File: src/rtl/tzda_pkg.sv
`default_nettype none

package tzda_pkg;

  // Calendar constants
  localparam logic [3:0] MonthJan = 4'd1;
  localparam logic [3:0] MonthFeb = 4'd2;
  localparam logic [3:0] MonthJul = 4'd7;
  localparam logic [3:0] MonthAug = 4'd8;
  localparam logic [3:0] MonthDec = 4'd12;
  localparam logic [4:0] DaysLong = 5'd31;
  localparam logic [4:0] DaysShort = 5'd30;
  localparam logic [4:0] DaysFebLeap = 5'd29;
  localparam logic [4:0] DaysFeb = 5'd28;
  localparam logic signed [6:0] HoursPerDay = 7'sd24;
  localparam logic [4:0] HourNoon = 5'd12;
  localparam logic [3:0] TwelveNoon = 4'd12;

  // Divisibility by 25 on a 10-bit value: x * inv(25) mod 1024 <= 1023 / 25
  localparam logic [9:0] Div25Inv = 10'd41;
  localparam logic [9:0] Div25Max = 10'd40;

  typedef struct packed {
    logic [11:0] year;
    logic [3:0]  month;
    logic [4:0]  day;
    logic [4:0]  hour;
    logic [5:0]  minute;
  } utc_t;

  typedef struct packed {
    logic [11:0] year;
    logic [3:0]  month;
    logic [4:0]  day;
    logic [4:0]  hour;
    logic [5:0]  minute;
    logic        fwd;
    logic        bwd;
    logic [3:0]  len_month;
    logic [9:0]  yprod;
  } prep_t;

  typedef struct packed {
    logic [11:0] year;
    logic [3:0]  month;
    logic [4:0]  day;
    logic [4:0]  hour;
    logic [5:0]  minute;
    logic        fwd;
    logic        bwd;
    logic        roll;
    logic [4:0]  len;
  } roll_t;

  typedef struct packed {
    logic [11:0] year;
    logic [3:0]  month;
    logic [4:0]  day;
    logic [4:0]  hour;
    logic [5:0]  minute;
    logic [3:0]  twelve;
    logic        pm;
  } lcl_t;

  // Gregorian month length; odd months up to July and even months from August are long
  function automatic logic [4:0] month_len(input logic [3:0] m, input logic leap);
    logic [4:0] len;
    if (m == MonthFeb) begin
      len = leap ? DaysFebLeap : DaysFeb;
    end else if ((m <= MonthJul && m[0]) || (m >= MonthAug && !m[0])) begin
      len = DaysLong;
    end else begin
      len = DaysShort;
    end
    return len;
  endfunction

endpackage

`default_nettype wire

File: src/rtl/tzda_if.sv
`default_nettype none

interface tzda_in_if;
  logic        valid;
  logic        ready;
  logic [11:0] utc_year;
  logic [3:0]  utc_month;
  logic [4:0]  utc_day;
  logic [4:0]  utc_hour;
  logic [5:0]  utc_minute;

  modport source (output valid, utc_year, utc_month, utc_day, utc_hour, utc_minute,
                  input ready);
  modport sink (input valid, utc_year, utc_month, utc_day, utc_hour, utc_minute,
                output ready);
endinterface

interface tzda_out_if;
  logic        valid;
  logic        ready;
  logic [11:0] local_year;
  logic [3:0]  local_month;
  logic [4:0]  local_day;
  logic [4:0]  local_hour;
  logic [5:0]  local_minute;
  logic [3:0]  hour_twelve;
  logic        is_pm;

  modport source (output valid, local_year, local_month, local_day, local_hour,
                  local_minute, hour_twelve, is_pm, input ready);
  modport sink (input valid, local_year, local_month, local_day, local_hour,
                local_minute, hour_twelve, is_pm, output ready);
endinterface

interface tzda_cfg_if;
  logic              valid;
  logic              ready;
  logic signed [4:0] zone_offset_hours;

  modport source (output valid, zone_offset_hours, input ready);
  modport sink (input valid, zone_offset_hours, output ready);
endinterface

`default_nettype wire

File: src/rtl/tzda_prep.sv
`default_nettype none

module tzda_prep
  import tzda_pkg::*;
(
  input  logic              clk,
  input  logic              rst,
  input  logic              in_valid,
  output logic              in_ready,
  input  utc_t              in_data,
  input  logic signed [4:0] offset,
  output logic              out_valid,
  input  logic              out_ready,
  output prep_t             out_data
);

  logic signed [6:0] hsum;
  logic signed [6:0] hadj;
  prep_t             stage_next;

  // Add the zone offset and classify the day step
  always_comb begin
    hsum = $signed({2'b00, in_data.hour}) + $signed({{2{offset[4]}}, offset});
    stage_next.fwd = (hsum >= HoursPerDay);
    stage_next.bwd = hsum[6];
    if (stage_next.fwd) begin
      hadj = hsum - HoursPerDay;
    end else if (stage_next.bwd) begin
      hadj = hsum + HoursPerDay;
    end else begin
      hadj = hsum;
    end
    stage_next.hour   = hadj[4:0];
    stage_next.year   = in_data.year;
    stage_next.month  = in_data.month;
    stage_next.day    = in_data.day;
    stage_next.minute = in_data.minute;
    // Month whose length matters: this one going forward, the previous one going back
    if (stage_next.bwd) begin
      stage_next.len_month = (in_data.month <= MonthJan) ? MonthDec
                                                         : 4'(in_data.month - 4'd1);
    end else begin
      stage_next.len_month = in_data.month;
    end
    // Residue product for the divide-by-25 test of year / 4
    stage_next.yprod = 10'(in_data.year[11:2] * Div25Inv);
  end

  assign in_ready = !out_valid || out_ready;

  always_ff @(posedge clk) begin
    if (rst) begin
      out_valid <= 1'b0;
    end else if (in_ready) begin
      out_valid <= in_valid;
    end
  end

  always_ff @(posedge clk) begin
    if (in_ready && in_valid) begin
      out_data <= stage_next;
    end
  end

endmodule

`default_nettype wire

File: src/rtl/tzda_roll.sv
`default_nettype none

module tzda_roll
  import tzda_pkg::*;
(
  input  logic  clk,
  input  logic  rst,
  input  logic  in_valid,
  output logic  in_ready,
  input  prep_t in_data,
  output logic  out_valid,
  input  logic  out_ready,
  output roll_t out_data
);

  logic  div25;
  logic  leap;
  roll_t stage_next;

  // Leap year test and month length, then decide whether the month rolls
  always_comb begin
    div25 = (in_data.yprod <= Div25Max);
    leap  = ((in_data.year[3:0] == 4'd0) && div25) ||
            ((in_data.year[1:0] == 2'd0) && !div25);
    stage_next.len    = month_len(in_data.len_month, leap);
    stage_next.year   = in_data.year;
    stage_next.month  = in_data.month;
    stage_next.day    = in_data.day;
    stage_next.hour   = in_data.hour;
    stage_next.minute = in_data.minute;
    stage_next.fwd    = in_data.fwd;
    stage_next.bwd    = in_data.bwd;
    if (in_data.fwd) begin
      stage_next.roll = (({1'b0, in_data.day} + 6'd1) > {1'b0, stage_next.len});
    end else if (in_data.bwd) begin
      stage_next.roll = (in_data.day <= 5'd1);
    end else begin
      stage_next.roll = 1'b0;
    end
  end

  assign in_ready = !out_valid || out_ready;

  always_ff @(posedge clk) begin
    if (rst) begin
      out_valid <= 1'b0;
    end else if (in_ready) begin
      out_valid <= in_valid;
    end
  end

  always_ff @(posedge clk) begin
    if (in_ready && in_valid) begin
      out_data <= stage_next;
    end
  end

endmodule

`default_nettype wire

File: src/rtl/tzda_fmt.sv
`default_nettype none

module tzda_fmt
  import tzda_pkg::*;
(
  input  logic  clk,
  input  logic  rst,
  input  logic  in_valid,
  output logic  in_ready,
  input  roll_t in_data,
  output logic  out_valid,
  input  logic  out_ready,
  output lcl_t  out_data
);

  lcl_t stage_next;

  // Apply the day step with month and year carry, and build the 12-hour view
  always_comb begin
    stage_next.year   = in_data.year;
    stage_next.month  = in_data.month;
    stage_next.day    = in_data.day;
    stage_next.hour   = in_data.hour;
    stage_next.minute = in_data.minute;
    if (in_data.fwd) begin
      if (in_data.roll) begin
        stage_next.day = 5'd1;
        if (in_data.month >= MonthDec) begin
          stage_next.month = MonthJan;
          stage_next.year  = 12'(in_data.year + 12'd1);
        end else begin
          stage_next.month = 4'(in_data.month + 4'd1);
        end
      end else begin
        stage_next.day = 5'(in_data.day + 5'd1);
      end
    end else if (in_data.bwd) begin
      if (in_data.roll) begin
        stage_next.day = in_data.len;
        if (in_data.month <= MonthJan) begin
          stage_next.month = MonthDec;
          stage_next.year  = 12'(in_data.year - 12'd1);
        end else begin
          stage_next.month = 4'(in_data.month - 4'd1);
        end
      end else begin
        stage_next.day = 5'(in_data.day - 5'd1);
      end
    end
    stage_next.pm = (in_data.hour >= HourNoon);
    if (in_data.hour == 5'd0) begin
      stage_next.twelve = TwelveNoon;
    end else if (in_data.hour > HourNoon) begin
      stage_next.twelve = 4'(in_data.hour - HourNoon);
    end else begin
      stage_next.twelve = in_data.hour[3:0];
    end
  end

  assign in_ready = !out_valid || out_ready;

  always_ff @(posedge clk) begin
    if (rst) begin
      out_valid <= 1'b0;
    end else if (in_ready) begin
      out_valid <= in_valid;
    end
  end

  always_ff @(posedge clk) begin
    if (in_ready && in_valid) begin
      out_data <= stage_next;
    end
  end

endmodule

`default_nettype wire

File: src/rtl/timezone_date_adjust.sv
// Time zone date adjust.
// Adds a signed whole-hour zone offset to a UTC timestamp and returns the
// local date and time, with a 12-hour view (hour_twelve, is_pm).
// Channels: utc_chan takes one timestamp per transfer (valid/ready),
// local_chan gives one result per timestamp in the same order, zone_cfg
// writes the offset register; zone_cfg is always ready and the offset is
// meant to change only while no item is in flight.
// Throughput: one item per cycle while local_chan is ready, set by three
// register stages (offset add, leap test and month length, day/month/year
// carry) each with its own valid bit; each result passes through all
// three before it shows on local_chan.
// A stall on local_chan holds each full stage; empty stages keep taking
// items, so up to three results wait inside before utc_chan drops ready.
// Reset: synchronous rst empties all stages and sets the offset to 0.
`default_nettype none

module timezone_date_adjust
  import tzda_pkg::*;
(
  input  logic clk,
  input  logic rst,
  tzda_cfg_if.sink   zone_cfg,
  tzda_in_if.sink    utc_chan,
  tzda_out_if.source local_chan
);

  logic signed [4:0] offset;
  utc_t              utc_data;
  prep_t             prep_data;
  roll_t             roll_data;
  lcl_t              lcl_data;
  logic              prep_valid;
  logic              prep_ready;
  logic              roll_valid;
  logic              roll_ready;

  // Hold the zone offset
  assign zone_cfg.ready = 1'b1;

  always_ff @(posedge clk) begin
    if (rst) begin
      offset <= 5'sd0;
    end else if (zone_cfg.valid) begin
      offset <= zone_cfg.zone_offset_hours;
    end
  end

  assign utc_data.year   = utc_chan.utc_year;
  assign utc_data.month  = utc_chan.utc_month;
  assign utc_data.day    = utc_chan.utc_day;
  assign utc_data.hour   = utc_chan.utc_hour;
  assign utc_data.minute = utc_chan.utc_minute;

  tzda_prep u_prep (
    .clk       (clk),
    .rst       (rst),
    .in_valid  (utc_chan.valid),
    .in_ready  (utc_chan.ready),
    .in_data   (utc_data),
    .offset    (offset),
    .out_valid (prep_valid),
    .out_ready (prep_ready),
    .out_data  (prep_data)
  );

  tzda_roll u_roll (
    .clk       (clk),
    .rst       (rst),
    .in_valid  (prep_valid),
    .in_ready  (prep_ready),
    .in_data   (prep_data),
    .out_valid (roll_valid),
    .out_ready (roll_ready),
    .out_data  (roll_data)
  );

  tzda_fmt u_fmt (
    .clk       (clk),
    .rst       (rst),
    .in_valid  (roll_valid),
    .in_ready  (roll_ready),
    .in_data   (roll_data),
    .out_valid (local_chan.valid),
    .out_ready (local_chan.ready),
    .out_data  (lcl_data)
  );

  assign local_chan.local_year   = lcl_data.year;
  assign local_chan.local_month  = lcl_data.month;
  assign local_chan.local_day    = lcl_data.day;
  assign local_chan.local_hour   = lcl_data.hour;
  assign local_chan.local_minute = lcl_data.minute;
  assign local_chan.hour_twelve  = lcl_data.twelve;
  assign local_chan.is_pm        = lcl_data.pm;

`ifndef NO_ASSERTIONS
  // Local hour always lands inside one day
  assert property (@(posedge clk) disable iff (rst)
    local_chan.valid |-> local_chan.local_hour < 5'd24)
    else $error("local hour out of range");

  // 12-hour view agrees with the 24-hour value
  assert property (@(posedge clk) disable iff (rst)
    local_chan.valid |-> (local_chan.hour_twelve >= 4'd1 && local_chan.hour_twelve <= 4'd12 &&
                          local_chan.is_pm == (local_chan.local_hour >= 5'd12)))
    else $error("12-hour view mismatch");

  // Pipeline is empty right after reset
  assert property (@(posedge clk)
    $past(rst) |-> (!local_chan.valid && !prep_valid && !roll_valid))
    else $error("stage valid after reset");
`endif

endmodule

`default_nettype wire

File: src/flat_wrapper.sv
// flat-port wrapper written by rule: the top's interface ports become plain ports
module timezone_date_adjust_flat import tzda_pkg::*;
  (clk, rst, zone_cfg_valid, zone_cfg_zone_offset_hours, zone_cfg_ready, utc_chan_valid, utc_chan_utc_year, utc_chan_utc_month, utc_chan_utc_day, utc_chan_utc_hour, utc_chan_utc_minute, utc_chan_ready, local_chan_valid, local_chan_local_year, local_chan_local_month, local_chan_local_day, local_chan_local_hour, local_chan_local_minute, local_chan_hour_twelve, local_chan_is_pm, local_chan_ready);
  tzda_cfg_if zone_cfg_i ();
  tzda_in_if utc_chan_i ();
  tzda_out_if local_chan_i ();
  input  logic clk;
  input  logic rst;
  input wire logic [$bits(zone_cfg_i.valid)-1:0] zone_cfg_valid;
  input wire logic [$bits(zone_cfg_i.zone_offset_hours)-1:0] zone_cfg_zone_offset_hours;
  output wire logic [$bits(zone_cfg_i.ready)-1:0] zone_cfg_ready;
  input wire logic [$bits(utc_chan_i.valid)-1:0] utc_chan_valid;
  input wire logic [$bits(utc_chan_i.utc_year)-1:0] utc_chan_utc_year;
  input wire logic [$bits(utc_chan_i.utc_month)-1:0] utc_chan_utc_month;
  input wire logic [$bits(utc_chan_i.utc_day)-1:0] utc_chan_utc_day;
  input wire logic [$bits(utc_chan_i.utc_hour)-1:0] utc_chan_utc_hour;
  input wire logic [$bits(utc_chan_i.utc_minute)-1:0] utc_chan_utc_minute;
  output wire logic [$bits(utc_chan_i.ready)-1:0] utc_chan_ready;
  output wire logic [$bits(local_chan_i.valid)-1:0] local_chan_valid;
  output wire logic [$bits(local_chan_i.local_year)-1:0] local_chan_local_year;
  output wire logic [$bits(local_chan_i.local_month)-1:0] local_chan_local_month;
  output wire logic [$bits(local_chan_i.local_day)-1:0] local_chan_local_day;
  output wire logic [$bits(local_chan_i.local_hour)-1:0] local_chan_local_hour;
  output wire logic [$bits(local_chan_i.local_minute)-1:0] local_chan_local_minute;
  output wire logic [$bits(local_chan_i.hour_twelve)-1:0] local_chan_hour_twelve;
  output wire logic [$bits(local_chan_i.is_pm)-1:0] local_chan_is_pm;
  input wire logic [$bits(local_chan_i.ready)-1:0] local_chan_ready;
  assign zone_cfg_i.valid = zone_cfg_valid;
  assign zone_cfg_i.zone_offset_hours = zone_cfg_zone_offset_hours;
  assign zone_cfg_ready = zone_cfg_i.ready;
  assign utc_chan_i.valid = utc_chan_valid;
  assign utc_chan_i.utc_year = utc_chan_utc_year;
  assign utc_chan_i.utc_month = utc_chan_utc_month;
  assign utc_chan_i.utc_day = utc_chan_utc_day;
  assign utc_chan_i.utc_hour = utc_chan_utc_hour;
  assign utc_chan_i.utc_minute = utc_chan_utc_minute;
  assign utc_chan_ready = utc_chan_i.ready;
  assign local_chan_valid = local_chan_i.valid;
  assign local_chan_local_year = local_chan_i.local_year;
  assign local_chan_local_month = local_chan_i.local_month;
  assign local_chan_local_day = local_chan_i.local_day;
  assign local_chan_local_hour = local_chan_i.local_hour;
  assign local_chan_local_minute = local_chan_i.local_minute;
  assign local_chan_hour_twelve = local_chan_i.hour_twelve;
  assign local_chan_is_pm = local_chan_i.is_pm;
  assign local_chan_i.ready = local_chan_ready;
  timezone_date_adjust u_core (.clk(clk), .rst(rst), .zone_cfg(zone_cfg_i), .utc_chan(utc_chan_i), .local_chan(local_chan_i));
endmodule
File: config.mk
export PLATFORM = sky130hd
export DESIGN_NAME = timezone_date_adjust_flat
export DESIGN_NICKNAME = d
export VERILOG_FILES = /design/src/rtl/tzda_pkg.sv /design/src/rtl/tzda_if.sv /design/src/rtl/tzda_prep.sv /design/src/rtl/tzda_roll.sv /design/src/rtl/tzda_fmt.sv /design/src/rtl/timezone_date_adjust.sv /design/src/flat_wrapper.sv
export SDC_FILE = /design/constraint.sdc
export NUM_CORES = 1
export LEC_CHECK = 0
export BUFFER_PORTS_ARGS = -buffer_cell sky130_fd_sc_hd__buf_2
export CORE_ASPECT_RATIO = 1.25
export CORE_UTILIZATION = 60
export CTS_BUF_LIST = sky130_fd_sc_hd__clkbuf_4 sky130_fd_sc_hd__clkbuf_8 sky130_fd_sc_hd__clkbuf_16
export DETAILED_ROUTE_END_ITERATION = 10
export PLACE_DENSITY_LB_ADDON = 0.1
export SLEW_MARGIN = 20
export SYNTH_ARGS = -nofsm -noshare
export SYNTH_HDL_FRONTEND = slang
export SYNTH_SLANG_ARGS = --single-unit
File: constraint.sdc
create_clock -name clk -period 6.05 [get_ports clk]
set_input_delay 1.21 -clock clk [delete_from_list [all_inputs] [get_ports clk]]
set_output_delay 1.21 -clock clk [all_outputs]
set_load 0.02 [all_outputs]
==> results of run 1 <==
==> layout make-up <==
| type | instances | area [sq um] |
|---|---|---|
| fill | 647 | 2550 |
| inverter | 36 | 135 |
| timing repair buffer | 82 | 415 |
| multi-input combinational | 263 | 1960 |
| clock buffer | 18 | 433 |
| antenna | 1 | 2.50 |
| tap | 126 | 158 |
| sequential | 127 | 3730 |
| clock inverter | 13 | 171 |
==> per-layer routing <==
metal / vias up / GRT usage
met5: - / 0
met2: 101 / 0.390
met3: 4 / 0.0698
met4: 0 / 0.0720
li1: 1801 / -
met1: 1781 / 0.242
==> power by group through the flow <==
stage / clock [W] / sequential (W) / combinational, W
2_1_floorplan: 0 / 0.00109 / 0.000147
3_3_place_gp: 0 / 0.00109 / 0.000201
3_5_place_dp: 0 / 0.00110 / 0.000210
4_1_cts: 0.00105 / 0.00108 / 0.000215
5_1_grt: 0.00109 / 0.00109 / 0.000243
6_report: 0.00103 / 0.00108 / 0.000214
==> layout by cell type, fill, tap and decap left out, drive strengths merged, types with 6 or more instances in the layout <==
cell type,instances
edfxtp,119
buf,82
ha,38
inv,35
a21oi,29
nor2,28
o21ai,24
clkbuf,18
xnor2,17
nand2,16
nand3,11
xor2,10
nor3,10
dfxtp,8
clkinv,8
mux2i,6
==> kinds of logic after synthesis <==
group / after synthesis
other: 1
AO/OA/AOI/OAI: 90
flip-flops: 127
adder cells (fa/ha/maj): 43
AND/OR/NAND/NOR: 96
buffers and inverters: 51
XOR/XNOR: 27
multiplexers: 6
==> registers in the layout, summed over array words and instances (netlist names) <==
| name | flops |
|---|---|
| u_core.u_roll.out_data | 37 |
| u_core.u_roll.out_valid | 1 |
| u_core.u_fmt.out_valid | 1 |
| u_core.u_fmt.out_data | 37 |
| u_core.u_prep.out_valid | 1 |
| u_core.u_prep.out_data | 45 |
| u_core.offset | 5 |
==> worst max-delay path, cell delays in order <==
cell and delay, ns:
buf_2 0.09, nor2b_1 0.56, nand3_1 0.18, buf_2 0.20
==> metrics by stage <==
stage / std cells / util / hold WS, ns / cell area, sq um / setup WS, ns
floorplan: 441 / - / 0.400 / 5870 / 1.53
global placement: 634 / 0.670 / 0.401 / 6410 / 2.39
global route: 665 / 0.733 / 0.422 / 7010 / 2.51
finish: 666 / 0.734 / 0.417 / 7010 / 2.59
CTS: 665 / 0.733 / 0.420 / 7010 / 2.59
detailed placement: 634 / 0.670 / 0.405 / 6410 / 2.32
==> how the worst max path moves through the flow <==
stage | startpoint | endpoint
6_report | local_chan_ready | utc_chan_ready
5_1_grt | utc_chan_utc_hour[0] | u_core.u_prep.out_data[26]
2_1_floorplan | local_chan_ready | u_core.u_roll.out_data[0]
3_3_place_gp | utc_chan_utc_year[5] | u_core.u_prep.out_data[9]
4_1_cts | local_chan_ready | utc_chan_ready
3_5_place_dp | utc_chan_utc_hour[0] | u_core.u_prep.out_data[26]
==> metrics.csv, run 1 <==
stage;metric;value;unit
power;leakage;2.83;nW
clocking;cts_buffers;17;
setup_path;worstPathRequired;4.84;ns
synthesis;yosysMostFrequentCell;edfxtp_1;
synthesis;synth-simple-area-share;0.0853;
timing;period_minus_slack;3.46;ns
finish;drive_gt1_frac;0.221;
placed_design;io_buffers;80;
floorplanning;rows;40;
clocking;cts_hold_buf;0;
synthesis;muxShareOfSynthArea;0.0102;
synthesis;synth_edf_count;119;
worst_hold_path;hold_depth;0;
setup_path;cp_max_fo;6;
clocking;post-cts-setup-buffers;0;
drt;drc_errors;0;
power;p_sw;0.000508;W
floorplanning;start_util;0.614;
drt;wl_met3;622;um
timing;final_hold_viol_count;0;
synthesis;yosys.area.top_type;edfxtp_1;
timing;slew_violations;0;
clocking;cts-htree-levels;4;
power;comb_power_share;0.092;
timing;worst_pin_slew;1.02;ns
drt;wl;10100;um
grt;antenna_found_initial;0;
setup_path;r2r_start;u_core.u_prep.out_data[10];
finish;finalNetCount;612;
finish;area_growth;19.6;%
grt;grt_first_pass_wirelength;16800;um
floorplanning;design.core.area;9560;sq um
synthesis;synthXorXnorAreaFrac;0.0403;
synthesis;ys_ff_latch;127;
synthesis;synth.top_cell.area_share;0.609;
setup_path;start_kind;primary input;
placed_design;dpl.hpwl;6930;um
setup_path;reg2reg_slack;3.11;ns
setup_path;cp-end-kind;output pin;
clocking;cts-root-buf;clkbuf_16;
synthesis;yosysSeqAreaShare;0.637;
timing;fmax;289;MHz
synthesis;netlist-cell-type-count;52;
worst_hold_path;worstHoldPathType;reg -> reg;
drt;drtPass1Iterations;4;
clocking;path_clk_slew;0.05;ns
drt;via_count;3687;
synthesis;synth_flop_cell;edfxtp_1;
floorplanning;die_height;113;um
timing;skew;0.0100;ns
setup_path;reg2reg_depth;9;
floorplanning;die_x;90.4;um
worst_hold_path;hold_start;u_core.u_roll.out_data[8];
synthesis;synth_compound_area_frac;0.0945;
synthesis;synth_top_cells_by_count;edfxtp_1 (119), ha_1 (38), inv_1 (35);
drt;routed_via_density;5.54;
flow_run;maxCapViolCount;0;
drt;wl_met2;5510;um
power;intPower;0.00182;W
synthesis;async_reset_ff_frac;0;
synthesis;avgSynthCellArea;13.3;sq um
power;irDropWorstVdd;0.242;mV
timing;post-route-period-util;0.572;
placed_design;gp_congestion;0.835;
synthesis;synth_area;5870;sq um
synthesis;synthAdderAreaFrac;0.0981;
power;p_total;0.00233;W
grt;first_global_vias;3687;
grt;grtUsageTotal;0.217;
clocking;cts_tree;built;
grt;grt_start_max_net_pins;40;
synthesis;synth-warning-count;0;
drt;m1WireLength;3930;um
timing;relSlewSlack;0.321;
power;powerDensity;332;nW/um^2
timing;finalSetupViolCount;0;
drt;ant_nets;0;
clocking;worstSkewPairLatency;0.41;ns
synthesis;syn_inst;441;
floorplanning;die_area;10200;sq um
setup_path;worstSetupPathType;in -> out;
synthesis;synthTopCellsByArea;edfxtp_1 (61%), ha_1 (8.1%), dfxtp_1 (2.7%);
drt;route.detailed.wl_per_inst;15.2;um
timing;rsz0062_at_grt;false;
setup_path;r2r_end;u_core.u_roll.out_data[5];
power;swShare;0.218;
synthesis;synth_top_family_by_area;adder cells;
setup_path;cp.arrival;2.25;ns
synthesis;syn_nets;526;
power;seq_power_share;0.464;
timing;setup_tns;0;ns
clocking;cts_sinks;127;
outcome;status;completed;
clocking;ctsResizeCount;0;
worst_hold_path;hold_end;u_core.u_fmt.out_data[5];
floorplanning;ios;82;
grt;overflow;0;
power;clkPwrFrac;0.444;
clocking;cts_buffer_depth;2;
drt;maxUsedRoutingLayer;met4;
drt;drt_iter0_drc;237;
(Power assumes the default switching activity.)
==> run 2, diff against run 1 <==
--- a/config.mk
+++ b/config.mk
@@ -7,7 +7,7 @@
 export LEC_CHECK = 0
 export BUFFER_PORTS_ARGS = -buffer_cell sky130_fd_sc_hd__buf_2
 export CORE_ASPECT_RATIO = 1.25
-export CORE_UTILIZATION = 60
+export CORE_UTILIZATION = 52
 export CTS_BUF_LIST = sky130_fd_sc_hd__clkbuf_4 sky130_fd_sc_hd__clkbuf_8 sky130_fd_sc_hd__clkbuf_16
 export DETAILED_ROUTE_END_ITERATION = 10
 export PLACE_DENSITY_LB_ADDON = 0.1
==> constraint.sdc (replaced) <==
create_clock -name clk -period 2.95 [get_ports clk]
set_input_delay 0.59 -clock clk [delete_from_list [all_inputs] [get_ports clk]]
set_output_delay 0.59 -clock clk [all_outputs]
set_load 0.02 [all_outputs]
==> run 2 against run 1 <==
  * Register-to-register slack worse by 2.9 ns
  * Worst hold slack worse by 0.059 ns
  * Die area increased by 15%
  * Flip-flop and latch count unchanged
  * Setup slack got worse by 2.3 ns
  * Clock power up 110%
  * Utilization down 8.5 points
==> metrics.csv, run 2 (same netlist as run 1, synthesis figures left out) <==
stage;metric;value;unit;change
outcome;status;completed;;unchanged
clocking;cts-htree-levels;4;;unchanged
setup_path;worstSetupPathType;reg -> reg;;was in -> out
floorplanning;die_x;97.0;um;was 90.4 um
power;p_sw;0.00110;W;was 0.000508 W
clocking;path_clk_slew;0.06;ns;was 0.05 ns
drt;drtPass1Iterations;5;;was 4
grt;antenna_found_initial;0;;unchanged
drt;wl;10000;um;was 10100 um
setup_path;cp.arrival;2.84;ns;was 2.25 ns
setup_path;worstPathRequired;3.09;ns;was 4.84 ns
timing;worst_pin_slew;0.777;ns;was 1.02 ns
finish;top_regs;u_core.u_prep.out_data (45), u_core.u_fmt.out_data (37), u_core.u_roll.out_data (37);;unchanged
placed_design;io_buffers;80;;unchanged
floorplanning;die_height;121;um;was 113 um
floorplanning;design.core.area;11000;sq um;was 9560 sq um
power;p_total;0.00486;W;was 0.00233 W
drt;ant_nets;0;;unchanged
clocking;cts_tree;built;;unchanged
timing;whs;0.357;ns;was 0.417 ns
timing;setup_tns;0;ns;unchanged
timing;period_minus_slack;2.69;ns;
power;clkPwrFrac;0.452;;was 0.444
drt;drc_errors;0;;unchanged
finish;n_fill_cell;796;;was 647
setup_path;path_cells;or4b_2 -> o41ai_1 -> buf_4 -> ha_1 -> nor2b_1 -> o21ai_0 -> a21oi_1 -> a32o_1 -> o2111ai_1 -> o21ai_0;;was buf_2 -> nor2b_1 -> nand3_1 -> buf_2
finish;drive_gt1_frac;0.240;;was 0.221
timing;skew;0.00577;ns;was 0.0100 ns
setup_path;worst_path_largest_cell_delay;0.75;ns;was 0.56 ns
drt;via_count;3652;;was 3687
clocking;cts_hold_buf;0;;unchanged
grt;overflow;0;;unchanged
finish;largest_reg_flops;45;;unchanged
clocking;ctsResizeCount;0;;unchanged
clocking;post-cts-setup-buffers;0;;unchanged
floorplanning;die_area;11700;sq um;was 10200 sq um
placed_design;pre_cts_ws;-0.113;ns;was 2.32 ns
finish;fin_util;0.649;;was 0.734
finish;finalNetCount;622;;was 612
finish;final_cell_mix;edfxtp_1 (119), buf_2 (80), ha_1 (38), inv_1 (35), a21oi_1 (29);;unchanged
drt;routed_via_density;5.33;;was 5.54
drt;drt_iter0_drc;149;;was 237
setup_path;crit_path_top_delay_cell;or4b_2;;was nor2b_1
setup_path;cp-end-kind;register;;was output pin
finish;multi_input_area;1960;sq um;unchanged
power;swShare;0.226;;was 0.218
floorplanning;rows;43;;was 40
setup_path;start_kind;register;;was primary input
placed_design;gp_congestion;0.778;;was 0.835
power;irDropWorstVdd;0.544;mV;was 0.242 mV
power;powerDensity;679;nW/um^2;was 332 nW/um^2
grt;grt_first_pass_wirelength;17000;um;was 16800 um
power;intPower;0.00377;W;was 0.00182 W
finish;area_growth;22.0;%;was 19.6%
finish;regArea;3730;sq um;unchanged
setup_path;cp_max_fo;3;;was 6
timing;slew_violations;0;;unchanged
power;leakage;2.90;nW;was 2.83 nW
timing;post-route-period-util;0.913;;
floorplanning;ios;82;;unchanged
finish;antenna_cells;0;;was 1
clocking;cts_buffer_depth;2;;unchanged
timing;final_hold_viol_count;0;;unchanged
grt;first_global_vias;3655;;was 3687
placed_design;dpl.hpwl;6950;um;was 6930 um
clocking;cts-root-buf;clkbuf_16;;unchanged
setup_path;crit_top_cell;o21ai_0;;was buf_2
clocking;cts_sinks;127;;unchanged
power;seq_power_share;0.453;;was 0.464
timing;relSlewSlack;0.482;;was 0.321
floorplanning;start_util;0.532;;was 0.614
timing;finalSetupViolCount;0;;unchanged
worst_hold_path;worstHoldPathType;in -> reg;;was reg -> reg
timing;fmax;371;MHz;
clocking;worstSkewPairLatency;0.40;ns;was 0.41 ns
grt;grt_start_max_net_pins;38;;was 40
finish;regMostFlops;u_core.u_prep.out_data;;unchanged
finish;final_common_cell;edfxtp_1;;unchanged
flow_run;maxCapViolCount;0;;unchanged
grt;grtUsageTotal;0.189;;was 0.217
timing;setup_ws;0.257;ns;was 2.59 ns
clocking;cts_buffers;17;;unchanged
drt;route.detailed.wl_per_inst;14.6;um;was 15.2 um
timing;rsz0062_at_grt;false;;unchanged
power;comb_power_share;0.095;;was 0.092
==> run 2: changes by cell type in the layout (fill, tap and decap cells not counted), sizes merged <==
cell | previous run | this run
buf | 82 | 92
clkbuf | 18 | 17
clkinv | 8 | 4
diode | 1 | 0
inv | 35 | 41
==> run 2: power groups by stage <==
stage               combinational [W]  sequential (W)  clock [W]
global placement             0.000444         0.00223          0
CTS                          0.000467         0.00220    0.00224
finish                       0.000464         0.00220    0.00220
global route                 0.000530         0.00221    0.00233
floorplan                    0.000303         0.00224          0
detailed placement           0.000461         0.00224          0
==> run 2: layout make-up <==
type / instances / share of cell area
multi-input combinational: 263 / 0.274
clock inverter: 15 / 0.0288
sequential: 127 / 0.522
tap: 135 / 0.0236
clock buffer: 17 / 0.0594
inverter: 36 / 0.0189
timing repair buffer: 92 / 0.0731
==> run 2: routing by layer <==
layer	share of wire	routed length, um	vias to the layer above	global-route usage
met5	0	0	-	0
met4	0.014	140	0	0.0979
met3	0.036	357	13	0.0538
met2	0.55	5550	85	0.337
met1	0.40	3970	1724	0.205
li1	-	-	1830	-
==> run 2: path summary, 6_finish.rpt <==
kind / start / endpoint / slack [ns] / cells past startpoint
min reg2reg: u_core.u_prep.out_data[47] / u_core.u_roll.out_data[39] / 0.42 / 0
min: utc_chan_utc_day[3] / u_core.u_prep.out_data[30] / 0.36 / 1
max: u_core.u_prep.out_data[10] / u_core.u_roll.out_data[5] / 0.26 / 10
max reg2reg: u_core.u_prep.out_data[10] / u_core.u_roll.out_data[5] / 0.26 / 10
==> run 2: stage by stage <==
step,std cells,instance area [sq um]
after floorplan,441,5870
after global routing,685,7160
after CTS,684,7130
after detailed placement,652,6500
final,685,7160
after global placement,652,6500
==> run 2: worst max-delay path: cells and delay by family (launching register included) <==
family	cells	cell delay, ns
AND/OR/NAND/NOR	2	0.79
buffers and inverters	1	0.19
flip-flops	1	0.40
AO/OA/AOI/OAI	6	0.91
adder cells (fa/ha/maj)	1	0.15
